File: src/design/sis_pkg.sv
`timescale 1ns / 1ps
`default_nettype none
// ============================================================================
// sis_pkg
// Shared types and constants for the safety interlock supervisor.
// ============================================================================
package sis_pkg;

    // Width of the stored reset token. The port field stays 32 bits.
    localparam int TOKEN_WIDTH = 32;
    localparam int RESET_REQ_W = 32;
    localparam int ACK_W       = 32;

    localparam int IN_DATA_W  = 56;
    localparam int OUT_DATA_W = 64;

    localparam int ACT_W   = 8;
    localparam int LATCH_W = 9;

    // Mission and autonomy codes.
    localparam logic [3:0] MISSION_MANUAL = 4'd0;
    localparam logic [3:0] MISSION_REMOTE = 4'd7;
    localparam logic [3:0] MISSION_MAX    = 4'd8;

    localparam logic [2:0] AST_OFF       = 3'd0;
    localparam logic [2:0] AST_READY     = 3'd1;
    localparam logic [2:0] AST_DRIVING   = 3'd2;
    localparam logic [2:0] AST_EMERGENCY = 3'd4;

    localparam logic [1:0] STEER_NORMAL = 2'd0;
    localparam logic [1:0] STEER_BENCH  = 2'd1;

    // Health bit positions.
    localparam int HB_HW_OK      = 0;
    localparam int HB_STEER_OK   = 1;
    localparam int HB_TANK_OK    = 2;
    localparam int HB_PRESS_OK   = 3;
    localparam int HB_CMD_FRESH  = 4;
    localparam int HB_STATE_FRSH = 5;
    localparam int HB_COMP_OFF   = 6;

    // Fault bit masks.
    localparam logic [LATCH_W-1:0] F_HW       = 9'h001;
    localparam logic [LATCH_W-1:0] F_CMD      = 9'h010;
    localparam logic [LATCH_W-1:0] F_STATE    = 9'h020;
    localparam logic [LATCH_W-1:0] F_MODE     = 9'h080;
    localparam logic [LATCH_W-1:0] F_HOST     = 9'h100;
    localparam logic [LATCH_W-1:0] MY_MASK = F_HW | F_CMD | F_STATE | F_MODE;

    typedef struct packed {
        logic [3:0]             mission;
        logic [2:0]             autonomy_state;
        logic [1:0]             steer_mode;
        logic [6:0]             health_bits;
        logic [RESET_REQ_W-1:0] reset_request;
        logic                   targets_at_zero;
    } tick_in_t;

    typedef struct packed {
        logic             manual;
        logic             remote;
        logic             emerg;
        logic             bench;
        logic             valid;
        logic             arm_req;
        logic             ast_off;
        logic             ast_driving;
        logic             steer_normal;
        logic             my_health_ok;
        logic [ACT_W-1:0] act;
    } decode_t;

    typedef struct packed {
        logic [ACT_W-1:0]   active_fault_bits;
        logic [LATCH_W-1:0] latched_fault_bits;
        logic               shutdown_closed;
        logic               manual_pedal_ok;
        logic               throttle_ok;
        logic               steering_ok;
        logic [3:0]         status_flags;
        logic [ACK_W-1:0]   acknowledged_reset;
    } tick_out_t;

endpackage
`default_nettype wire

File: src/design/sis_fault_decode.sv
`timescale 1ns / 1ps
`default_nettype none
// ============================================================================
// sis_fault_decode
// Decodes mode fields and health bits into active faults and mode flags.
// ============================================================================
module sis_fault_decode (
    input  wire sis_pkg::tick_in_t tick,
    output sis_pkg::decode_t       dec
);
    import sis_pkg::*;

    logic manual;
    logic remote;
    logic emerg;
    logic bench;
    logic valid;

    always_comb
    begin
        manual = (tick.mission == MISSION_MANUAL);
        remote = (tick.mission == MISSION_REMOTE);
        emerg  = (tick.autonomy_state == AST_EMERGENCY);
        bench  = remote && (tick.steer_mode == STEER_BENCH)
                 && (tick.autonomy_state == AST_OFF);
        valid  = (tick.mission <= MISSION_MAX)
                 && (tick.autonomy_state <= AST_EMERGENCY)
                 && (tick.steer_mode <= STEER_BENCH)
                 && !(manual && (tick.autonomy_state == AST_DRIVING));

        dec.manual       = manual;
        dec.remote       = remote;
        dec.emerg        = emerg;
        dec.bench        = bench;
        dec.valid        = valid;
        dec.ast_off      = (tick.autonomy_state == AST_OFF);
        dec.ast_driving  = (tick.autonomy_state == AST_DRIVING);
        dec.steer_normal = (tick.steer_mode == STEER_NORMAL);
        dec.my_health_ok = tick.health_bits[HB_HW_OK]
                              && tick.health_bits[HB_CMD_FRESH]
                              && tick.health_bits[HB_STATE_FRSH];

        // Missions other than manual and remote arm in ready or driving; remote
        // arms only when off with normal steering.
        dec.arm_req = !manual && !bench && !emerg
                      && ((!remote && ((tick.autonomy_state == AST_READY)
                                       || (tick.autonomy_state == AST_DRIVING)))
                          || (remote && (tick.autonomy_state == AST_OFF)
                              && (tick.steer_mode == STEER_NORMAL)));

        dec.act[0] = !tick.health_bits[HB_HW_OK];
        dec.act[1] = !tick.health_bits[HB_STEER_OK];
        dec.act[2] = !tick.health_bits[HB_TANK_OK];
        dec.act[3] = !tick.health_bits[HB_PRESS_OK];
        dec.act[4] = !tick.health_bits[HB_CMD_FRESH];
        dec.act[5] = !tick.health_bits[HB_STATE_FRSH];
        dec.act[6] = tick.health_bits[HB_COMP_OFF];
        dec.act[7] = !valid;
    end

endmodule
`default_nettype wire

File: src/design/sis_interlock.sv
`timescale 1ns / 1ps
`default_nettype none
// ============================================================================
// sis_interlock
// Holds the supervisor state and computes latch, reset and permissions.
// ============================================================================
module sis_interlock (
    input  wire                                clk,
    input  wire                                rst_n,
    input  wire                                advance,
    input  wire sis_pkg::decode_t              dec,
    input  wire [sis_pkg::RESET_REQ_W-1:0]     reset_request,
    input  wire                                targets_at_zero,
    output sis_pkg::tick_out_t                 result
);
    import sis_pkg::*;

    logic [LATCH_W-1:0]     latched_reg;
    logic [LATCH_W-1:0]     latched_next;
    logic                   armed_reg;
    logic                   armed_next;
    logic                   holdoff_reg;
    logic                   holdoff_next;
    logic                   suppress_reg;
    logic                   suppress_next;
    logic [TOKEN_WIDTH-1:0] last_tok_reg;
    logic [TOKEN_WIDTH-1:0] last_tok_next;
    logic [TOKEN_WIDTH-1:0] ack_reg;
    logic [TOKEN_WIDTH-1:0] ack_next;
    logic                   my_reg;
    logic                   steer_ok_reg;
    logic                   steer_ok_next;

    logic [TOKEN_WIDTH-1:0] tok;
    logic [LATCH_W-1:0]     act_ext;
    logic                   healthy;
    logic                   throttle;

    always_comb
    begin
        tok     = TOKEN_WIDTH'(reset_request);
        act_ext = LATCH_W'(dec.act);

        latched_next  = latched_reg;
        holdoff_next  = holdoff_reg;
        last_tok_next = last_tok_reg;
        ack_next      = ack_reg;

        if (armed_reg)
        begin
            latched_next = latched_next | act_ext;
        end
        if (my_reg && steer_ok_reg)
        begin
            latched_next = latched_next | (act_ext & MY_MASK);
        end
        suppress_next = dec.emerg && suppress_reg;
        if (dec.emerg && !suppress_next)
        begin
            latched_next = latched_next | F_HOST;
        end

        if (holdoff_reg && dec.ast_off && (!dec.remote || dec.bench))
        begin
            holdoff_next = 1'b0;
        end

        // A newer token is always recorded; it clears only when safe.
        if ((tok != '0) && (tok > last_tok_reg))
        begin
            last_tok_next = tok;
            if ((dec.ast_off || dec.emerg) && (dec.act == '0) && targets_at_zero)
            begin
                latched_next  = '0;
                holdoff_next  = 1'b1;
                ack_next      = tok;
                suppress_next = dec.emerg;
            end
        end

        healthy       = (dec.act == '0) && (latched_next == '0);
        armed_next    = dec.arm_req && healthy && !holdoff_next;
        throttle      = armed_next && (dec.ast_driving || dec.remote);
        steer_ok_next = (throttle && dec.steer_normal)
                        || (dec.bench && dec.valid && dec.my_health_ok
                            && (latched_next == '0) && !holdoff_next);

        result.active_fault_bits  = dec.act;
        result.latched_fault_bits = latched_next;
        result.shutdown_closed    = armed_next;
        result.manual_pedal_ok    = dec.manual && dec.ast_off && (latched_next == '0);
        result.throttle_ok        = throttle;
        result.steering_ok        = steer_ok_next;
        result.status_flags       = {armed_next, dec.bench, (latched_next != '0), healthy};
        result.acknowledged_reset = ACK_W'(ack_next);
    end

    always_ff @(posedge clk or negedge rst_n)
    begin
        if (!rst_n)
        begin
            latched_reg  <= '0;
            armed_reg    <= 1'b0;
            holdoff_reg  <= 1'b0;
            suppress_reg <= 1'b0;
            last_tok_reg <= '0;
            ack_reg      <= '0;
            my_reg    <= 1'b0;
            steer_ok_reg <= 1'b0;
        end
        else if (advance)
        begin
            latched_reg  <= latched_next;
            armed_reg    <= armed_next;
            holdoff_reg  <= holdoff_next;
            suppress_reg <= suppress_next;
            last_tok_reg <= last_tok_next;
            ack_reg      <= ack_next;
            my_reg    <= dec.bench;
            steer_ok_reg <= steer_ok_next;
        end
    end

    // An acknowledged reset always holds arming off on the next tick.
    assert property (@(posedge clk) disable iff (!rst_n)
        advance && (ack_next != ack_reg) |=> holdoff_reg && !armed_reg)
        else $error("arming not held off after acknowledged reset");

    // The last seen token never falls behind the acknowledged one.
    assert property (@(posedge clk) disable iff (!rst_n)
        ack_reg <= last_tok_reg)
        else $error("acknowledged token ahead of last seen token");

endmodule
`default_nettype wire

File: src/design/safety_interlock_supervisor_core.sv
`timescale 1ns / 1ps
`default_nettype none
// ============================================================================
// safety_interlock_supervisor_core
// Per-tick safety supervisor: fault latching, reset handshake, permissions.
// ============================================================================
// Each input word is one control tick. The tick is captured in an input
// register, evaluated by one pass of shallow logic (mode decode, fault
// derivation, the fault latch update and a TOKEN_WIDTH-bit token compare)
// and written to a result register, and a new word is accepted every cycle
// while the result side keeps taking words. The result word becomes valid
// once its tick has moved from the input register into the result register.
// The supervisor state (fault latch, arming history, reset holdoff, token
// history) advances exactly once per tick, in the cycle the tick moves into
// the result register, so stalls on either side never change the outcome.
// After reset the latch is empty and no reset token has been seen.
module safety_interlock_supervisor_core (
    input  wire                            clk,
    input  wire                            rst_n,
    // s_tdata, from bit 0 up: mission[3:0], autonomy_state[2:0],
    // steer_mode[1:0], health_bits[6:0], reset_request[31:0],
    // targets_at_zero, zero fill.
    input  wire                            s_tvalid,
    output logic                           s_tready,
    input  wire [sis_pkg::IN_DATA_W-1:0]   s_tdata,
    // m_tdata, from bit 0 up: active_fault_bits[7:0],
    // latched_fault_bits[8:0], shutdown_closed, manual_pedal_ok,
    // throttle_ok, steering_ok, status_flags[3:0], acknowledged_reset[31:0],
    // zero fill.
    output logic                           m_tvalid,
    input  wire                            m_tready,
    output logic [sis_pkg::OUT_DATA_W-1:0] m_tdata
);
    import sis_pkg::*;

    tick_in_t  in_reg;
    tick_in_t  in_word;
    logic      in_vld_reg;
    tick_out_t res_reg;
    tick_out_t res_next;
    logic      out_vld_reg;
    logic      advance;
    decode_t   dec;

    // The input word is unpacked field by field, from bit 0 up.
    always_comb
    begin
        in_word.mission         = s_tdata[3:0];
        in_word.autonomy_state  = s_tdata[6:4];
        in_word.steer_mode      = s_tdata[8:7];
        in_word.health_bits     = s_tdata[15:9];
        in_word.reset_request   = s_tdata[47:16];
        in_word.targets_at_zero = s_tdata[48];
    end

    // The input register moves on whenever the result register is free or
    // is being drained in this cycle.
    assign advance  = in_vld_reg && (!out_vld_reg || m_tready);
    assign s_tready = !in_vld_reg || advance;

    always_ff @(posedge clk or negedge rst_n)
    begin
        if (!rst_n)
        begin
            in_vld_reg  <= 1'b0;
            out_vld_reg <= 1'b0;
        end
        else
        begin
            if (s_tready)
            begin
                in_vld_reg <= s_tvalid;
            end
            if (advance)
            begin
                out_vld_reg <= 1'b1;
            end
            else if (m_tready)
            begin
                out_vld_reg <= 1'b0;
            end
        end
    end

    always_ff @(posedge clk)
    begin
        if (s_tready && s_tvalid)
        begin
            in_reg <= in_word;
        end
        if (advance)
        begin
            res_reg <= res_next;
        end
    end

    sis_fault_decode u_decode (
        .tick (in_reg),
        .dec  (dec)
    );

    sis_interlock u_interlock (
        .clk             (clk),
        .rst_n           (rst_n),
        .advance         (advance),
        .dec             (dec),
        .reset_request   (in_reg.reset_request),
        .targets_at_zero (in_reg.targets_at_zero),
        .result          (res_next)
    );

    // Fields are packed from the lowest bit up in the order listed above.
    assign m_tvalid = out_vld_reg;
    assign m_tdata  = {
        {(OUT_DATA_W - $bits(tick_out_t)){1'b0}},
        res_reg.acknowledged_reset,
        res_reg.status_flags,
        res_reg.steering_ok,
        res_reg.throttle_ok,
        res_reg.manual_pedal_ok,
        res_reg.shutdown_closed,
        res_reg.latched_fault_bits,
        res_reg.active_fault_bits
    };

    // An armed result never carries an active or latched fault.
    assert property (@(posedge clk) disable iff (!rst_n)
        out_vld_reg && res_reg.shutdown_closed
        |-> (res_reg.latched_fault_bits == '0) && (res_reg.active_fault_bits == '0))
        else $error("armed with faults present");

    // Throttle permission implies the shutdown chain is closed.
    assert property (@(posedge clk) disable iff (!rst_n)
        out_vld_reg && res_reg.throttle_ok |-> res_reg.shutdown_closed)
        else $error("throttle permitted while not armed");

    // A tick waiting for the result register stays put.
    assert property (@(posedge clk) disable iff (!rst_n)
        in_vld_reg && !advance |=> in_vld_reg && $stable(in_reg))
        else $error("pending tick lost or changed");

    // A result that is not taken is not replaced.
    assert property (@(posedge clk) disable iff (!rst_n)
        out_vld_reg && !m_tready |=> out_vld_reg && $stable(res_reg))
        else $error("stalled result overwritten");

endmodule
`default_nettype wire

File: config.mk
export PLATFORM = sky130hd
export DESIGN_NAME = safety_interlock_supervisor_core
export DESIGN_NICKNAME = d
export VERILOG_FILES = /design/src/design/sis_pkg.sv /design/src/design/sis_fault_decode.sv /design/src/design/sis_interlock.sv /design/src/design/safety_interlock_supervisor_core.sv
export SDC_FILE = /design/constraint.sdc
export NUM_CORES = 1
export LEC_CHECK = 0
export BUFFER_PORTS_ARGS = -buffer_cell sky130_fd_sc_hd__buf_2
export CORE_MARGIN = 2
export CORE_UTILIZATION = 30
export CTS_CLUSTER_DIAMETER = 200
export DETAILED_ROUTE_END_ITERATION = 10
export PLACE_DENSITY = 0.49
export SLEW_MARGIN = 20
export SYNTH_ARGS = -nofsm -noshare
export SYNTH_HDL_FRONTEND = slang
export SYNTH_HIERARCHICAL = 1
export SYNTH_SLANG_ARGS = --single-unit
File: constraint.sdc
create_clock -name clk -period 5.03 [get_ports clk]
set_clock_uncertainty 0.15 [all_clocks]
set_input_delay 0.2515 -clock clk [delete_from_list [all_inputs] [get_ports clk]]
set_output_delay 0.2515 -clock clk [all_outputs]
set_load 0.01 [all_outputs]
==> results of run 1 <==
## synth_stat cells, types with 4 or more instances
cell,n
a21oi_1,26
and3_1,9
buf_4,27
buf_6,10
dfrtp_1,80
edfxtp_1,106
ha_1,32
inv_1,42
mux2_2,87
mux2_4,10
nand2_1,16
nand2b_1,4
nand3_1,5
nand4_1,8
nor2_1,21
nor2b_1,5
nor3_1,7
nor4_1,11
nor4_2,4
o21a_1,9
o21ai_0,7
## repair_timing
item | CTS | global route
setup buffers | 0 | 0
endpoints found under the hold margin | 131 | 0
hold buffers | 53 | 0
## final cells by class
class                      instances  area [um^2]
tap                              341          427
clock buffer                      18          439
sequential                       186         5180
fill                            2549        16900
antenna                            1         2.50
clock inverter                    14          128
multi-input combinational        304         2630
timing repair buffer             168         1140
inverter                          42          158
## per-layer routing
| metal | global-route usage, % | wire length (um) | vias to the layer above |
|---|---|---|---|
| li1 | - | - | 2351 |
| met1 | 16.4 | 8070 | 2409 |
| met2 | 20.3 | 8140 | 129 |
| met3 | 3.37 | 827 | 12 |
| met4 | 2.79 | 141 | 0 |
| met5 | 0 | 0 | - |
## through the flow
stage | util, % | total power (W) | cells | hold slack, ns
6_report | 37.4 | 0.00399 | 1074 | 0.305
3_5_place_dp | 33.3 | 0.00270 | 988 | 0.280
5_1_grt | 37.4 | 0.00423 | 1074 | 0.354
2_1_floorplan | - | 0.00249 | 572 | -0.194
4_1_cts | 37.4 | 0.00406 | 1073 | 0.349
3_3_place_gp | 33.2 | 0.00265 | 987 | 0.278
## cells by family after synthesis
group,after synthesis
AO/OA/AOI/OAI,65
adder cells (fa/ha/maj),32
buffers and inverters,82
flip-flops,186
multiplexers,97
other,1
AND/OR/NAND/NOR,103
## how the worst min path moves through the flow
stage           startpoint                       to  slack, ns  cells past startpoint
2_1_floorplan        rst_n               in_vld_reg      -0.19                      0
3_3_place_gp   s_tdata[28]               in_reg[13]       0.28                      1
3_5_place_dp   s_tdata[28]               in_reg[13]       0.28                      1
4_1_cts        s_tdata[26]               in_reg[11]       0.35                      2
5_1_grt        s_tdata[34]               in_reg[19]       0.35                      2
6_report             rst_n  u_interlock/ack_reg[10]       0.30                      2
## layout by cell type (no fill, tap or decap), types with 10 or more instances in the layout
cell	synthesis	layout
buf_2	1	110
nor4_1	11	11
a21oi_1	26	26
dlygate4sd3_1	0	53
mux2_2	87	87
dfrtp_1	80	80
mux2_4	10	10
nand2_1	16	16
inv_1	42	42
ha_1	32	32
edfxtp_1	106	106
clkbuf_16	0	17
nor2_1	21	21
## critical path, cell delays in order, from the launching register on
cell and delay (ns):
edfxtp_1 0.48, ha_1 0.35, nand4_1 0.17, nor4_2 0.46
and3_1 0.27, nor2_1 0.12, a32oi_4 0.72, buf_4 0.43
mux2_2 0.38
## power groups by stage
stage | Combinational (W) | Clock, W | Sequential, W
finish | 0.000773 | 0.00130 | 0.00192
global route | 0.000878 | 0.00141 | 0.00194
CTS | 0.000784 | 0.00135 | 0.00192
detailed placement | 0.000749 | 0 | 0.00195
global placement | 0.000704 | 0 | 0.00194
floorplan | 0.000547 | 0 | 0.00194
==> results.md, run 1 <==
* Max-cap violations at 0
* Final Hold Viols at 0
* Clk sink count at about 190
* Vias per inst at 4.56
* Placed Instance Area at approximately 9000 um^2
* LEAKAGE at 4.46 nW
* Largest family of logic cells by synthesized area: multiplexers
* H-tree depth at 4
* Crit path max fanout at 20
* Sw frac at 28.1%
* Starting Density at 30.6%
* Post-synth EDFFs at roughly 110
* Worst-path clk slew at about 0.080 ns
* Status: complete, no violations
* CTS tree: done
* Skew-Pair Late Insertion Delay at approximately 0.43 ns
* P&R area growth vs syn at 22.3%
* # nets final at ~810
* DR iter-0 viols at ~280
* Core area at roughly 27,000 um^2
* Syn Inst Count at around 570
* Post-synthesis adder-cell area fraction at about 4.8%
* Asr flop ratio synth at 43.0%
* Critical Path Sink: m_tdata[56]
* Post-Synth XOR/XNOR Area at 0%
* Area share of the largest cell type after synthesis at about two fifths
* Final setup margin at 1.24 ns
* Post-Route WL at 17.2 mm
* Worst EP required at ~5.1 ns
* Post-synth top area cell: edfxtp_1
* Tightest slew margin relative to the limit at around 40%
* Worst Setup SP: in_reg[18]
* Internal power at 0.00287 W
* Post-CTS Resized at 0
* GPL Wtd Cong at between 0.7 and 0.8
* Share of cells above drive strength 1 at around 35%
* Maximum buffer depth of the clock tree at 2
* Initial antenna violation count at 1
* Setup TNS at 0 ns
* Fmax at 0.264 GHz
* Row cnt at 60
* Final design area excluding fillers at slightly above 10,000 um^2
* Chip width at around 170 um
* Largest net degree at the start of global routing at roughly 80
* Fin. max-slew vios at 0
* Dominant cells by area after synthesis: edfxtp_1 39%, dfrtp_1 24%, mux2_2 12%
* CP endpoint kind: flop
* RSZ-0062 raised after global routing: false
* Slew at the pin closest to its max-slew limit at around 0.9 ns
* FF-to-FF Start: in_reg[18]
* # IOs at approximately 130
* Post-synthesis compound-gate area fraction at 5.62%
* Mux cell area share after synthesis at a little over an eighth
* DRC Markers at 0
* Wire per inst at around 16 um
* Yosys cell types at 54
* Final min period at ~3.8 ns
* Clock power frac at 32.6%
* Comb power frac at 19.4%
* Die area at ~29,000 um^2
* Worst EP arrival at between 3 and 4 ns
* Remaining Overflow, GRT at 0
* R2r setup slk at 1.24 ns
* Chip height at around 170 um
* Fin crit share at around 75%
* Synth warnings at 6
* Simple-gate share of the synthesized area at 7.19%
* Dpl hpwl at 11.3 mm
* TritonCTS Buffers at 17
* CP startpoint kind: flop
* Worst r2r dst: m_tdata[56]
* Antenna-violating nets left at 0
* Cell area power density at approximately 390 nW/um^2
* Via count at slightly below 5k
* Worst R2R Path Depth at 8
* Sequential power share at between 40 and 50%
* Sw Pwr at 0.00112 W
* CTS Root Cell: clkbuf_16
* Maximum vdd ir drop at ~190 uV
* Post-Place Setup Slack at between 1 and 1.5 ns
* Setup CP Type: reg -> reg
* Hold WC Path Type: in -> async
* Port buffer count at between 100 and 150
* Vias in the first global route at roughly 5.2k
* Mean Syn Cell Area at about 15 um^2
* Main synth FF type: edfxtp_1
* Seq/Total Area, Yosys at 62.7%
* Post-synthesis register bit count at 186
* First-pass GRT wire length at approximately 27 mm
* DRT Pass-1 Iters at 5
* Mapped cell area at 8260 um^2
* Gr usage total at 12.4%
* Final setup viols at 0
* Max reg flops at 57
(Power assumes the default switching activity.)
==> run 2, diff against run 1 <==
==> constraint.sdc (replaced) <==
create_clock -name clk -period 3.95 [get_ports clk]
set_clock_uncertainty 0.15 [all_clocks]
set_input_delay 0.1975 -clock clk [delete_from_list [all_inputs] [get_ports clk]]
set_output_delay 0.1975 -clock clk [all_outputs]
set_load 0.01 [all_outputs]
==> run 2 against run 1 <==
Net effect: fmax grew 5.9%; clock power is 31% higher; utilization increased by 0.24 points; count of clock-buffer cells in the layout is 2 higher; worst hold slack lost 0.072 ns; non-clock buffer count is 6 higher; flip-flop and latch count unchanged; sequential power grew 27%; global-route usage increased by 0.12 points; power increased by 29%; critical path type unchanged.
==> results.md, run 2 (synthesis gave the netlist of run 1 again) <==
* Port buffer count at 111 (unchanged)
* Final min period at 3.58 ns (-0.212 ns)
* FF-to-FF Start: in_reg[45]
* Dpl hpwl at 11.6 mm (+2.4%)
* GPL Wtd Cong at 0.758 (-1.8%)
* Commonest cells after routing, fill and taps aside: 110 x buf_2, 106 x edfxtp_1, 87 x mux2_2
* Critical Path Sink: m_tdata[37]
* Worst-path cell chain: nor4_2 > nor2_1 > o21ai_1 > nor4_2 > o2111ai_1 > nor2_1 > a32oi_4 > buf_12 > mux2_2
* Worst Setup SP: in_reg[45]
* Worst EP arrival at 3.61 ns (-0.20 ns)
* Clk sink count at 186 (unchanged)
* DR iter-0 viols at 221 (-20%)
* Post-Route WL at 17.4 mm (+1.3%)
* Initial antenna violation count at 1 (unchanged)
* DRC Markers at 0 (unchanged)
* Post-CTS Resized at 0 (unchanged)
* Chip width at 170 um (unchanged)
* Final Hold Viols at 0 (unchanged)
* Fin. max-slew vios at 0 (unchanged)
* Crit path max-delay family: compound AO/OA/AOI/OAI gates
* Antenna-violating nets left at 0 (unchanged)
* Setup CP Type: reg -> reg
* Die area at 28,900 um^2 (unchanged)
* Clock power frac at 33.0% (+0.4 points)
* Worst r2r dst: m_tdata[37]
* Setup TNS at 0 ns (unchanged)
* Core area at 27,000 um^2 (unchanged)
* Final setup margin at 0.369 ns (-0.868 ns)
* Gr usage total at 12.5% (+0.12 points)
* First-pass GRT wire length at 27.7 mm (+0.78%)
* Fin cells at 1,080 (+0.56%)
* CTS Root Cell: clkbuf_16
* Hold WC Path Type: in -> async
* Fmax at 0.279 GHz (+5.9%)
* Maximum vdd ir drop at 258 uV (+36%)
* Worst R2R Path Depth at 9 (+1)
* H-tree depth at 4 (unchanged)
* Slew at the pin closest to its max-slew limit at 0.891 ns (-0.00979 ns)
* Maximum buffer depth of the clock tree at 2 (unchanged)
* Sequential power share at 47.6% (-0.5 points)
* Vias per inst at 4.58 (+0.30%)
* Commonest non-fill, non-tap cell in the layout: buf_2
* Critical path's slowest cell: a32oi_4
* Comb power frac at 19.4% (about the same)
* Chip height at 170 um (unchanged)
* CTS tree: done
* Vias in the first global route at 5,283 (+2.3%)
* # nets final at 817 (+0.74%)
* # IOs at 126 (unchanged)
* Post-Place Cells at 994 (+0.61%)
* CP startpoint kind: flop
* Final setup viols at 0 (unchanged)
* Hold Worst Slack at 0.232 ns (-0.0723 ns)
* Sw Pwr at 0.00142 W (+26%)
* LEAKAGE at 4.49 nW (+0.68%)
* Worst-path clk slew at 0.08 ns (about the same)
* Remaining Overflow, GRT at 0 (unchanged)
* Levels on crit path at 9 (+1)
* Max-cap violations at 0 (unchanged)
* Share of cells above drive strength 1 at 35.6% (+0.25 points)
* Worst EP required at 3.98 ns (-1.07 ns)
* RSZ-0062 raised after global routing: false
* Crit path max fanout at 20 (unchanged)
* CP bufs+invs at 1 (unchanged)
* Skew-Pair Late Insertion Delay at 0.43 ns (about the same)
* Post-Place Setup Slack at 0.289 ns (-0.858 ns)
* Max reg flops at 57 (unchanged)
* Sw frac at 27.6% (-0.55 points)
* Wire per inst at 16.1 um (+0.75%)
* P&R area growth vs syn at 23.1%
* Row cnt at 60 (unchanged)
* DRT Pass-1 Iters at 4 (-1)
* Via count at 4,943 (+0.86%)
* Cell area power density at 505 nW/um^2 (+28%)
* Largest net degree at the start of global routing at 81 (unchanged)
* Tightest slew margin relative to the limit at 40.6% (+0.65 points)
* Pwr Total at 0.00513 W (+29%)
* Setup bufs post-CTS at 0 (unchanged)
* TritonCTS Buffers at 17 (unchanged)
* Fin crit share at 90.7% (+15 points)
* CP endpoint kind: flop
* Starting Density at 30.6% (unchanged)
* R2r setup slk at 0.37 ns (-0.87 ns)
* Slowest stage delay, CP at 0.79 ns (+0.07 ns)
* Internal power at 0.00372 W (+30%)
* Status: complete, no violations
-- run 2: cell type report --
class | instances | area (um^2)
multi-input cells | 304 | 2630
repair buffers | 174 | 1190
clock inverters | 12 | 134
clock buffers | 20 | 447
fillers | 2572 | 16900
well taps | 341 | 427
diodes | 1 | 2.50
inverters | 42 | 158
flip-flops and latches | 186 | 5180
-- run 2: metal layers --
layer | routed length [um] | track usage (%) | part of all wire, % | up-vias
met5 | 0 | 0 | 0 | -
met1 | 8040 | 15.6 | 46 | 2433
li1 | - | - | - | 2372
met2 | 8360 | 21.5 | 48 | 121
met4 | 246 | 3.98 | 1.4 | 0
met3 | 753 | 2.95 | 4.3 | 17
-- run 2: how the worst min path moves through the flow --
stage / start / endpoint / slack, ns / depth (start not counted)
final: rst_n / u_interlock/ack_reg[10] / 0.23 / 2
after global routing: rst_n / u_interlock/ack_reg[10] / 0.29 / 2
after CTS: s_tdata[22] / in_reg[7] / 0.30 / 2
after detailed placement: s_tdata[32] / in_reg[17] / 0.23 / 1
after global placement: s_tdata[29] / in_reg[14] / 0.22 / 1
after floorplan: rst_n / in_vld_reg / -0.25 / 0
-- run 2: repair_timing --
item	CTS	global route
hold endpoints to repair	131	0
hold buffers	53	0
setup endpoints to repair	0	0
-- run 2: power groups by stage --
stage / registers [W] / logic [W] / clock network (W)
2_1_floorplan: 0.00247 / 0.000696 / 0
3_3_place_gp: 0.00248 / 0.000917 / 0
3_5_place_dp: 0.00249 / 0.000960 / 0
4_1_cts: 0.00245 / 0.00101 / 0.00176
5_1_grt: 0.00248 / 0.00113 / 0.00183
6_report: 0.00244 / 0.000994 / 0.00170
-- run 2: metrics by stage --
| stage | utilization (%) | area, um^2 |
|---|---|---|
| after floorplan | - | 8290 |
| after global placement | 33.5 | 9050 |
| after detailed placement | 33.5 | 9050 |
| after CTS | 37.6 | 10200 |
| after global routing | 37.6 | 10200 |
| final | 37.6 | 10200 |
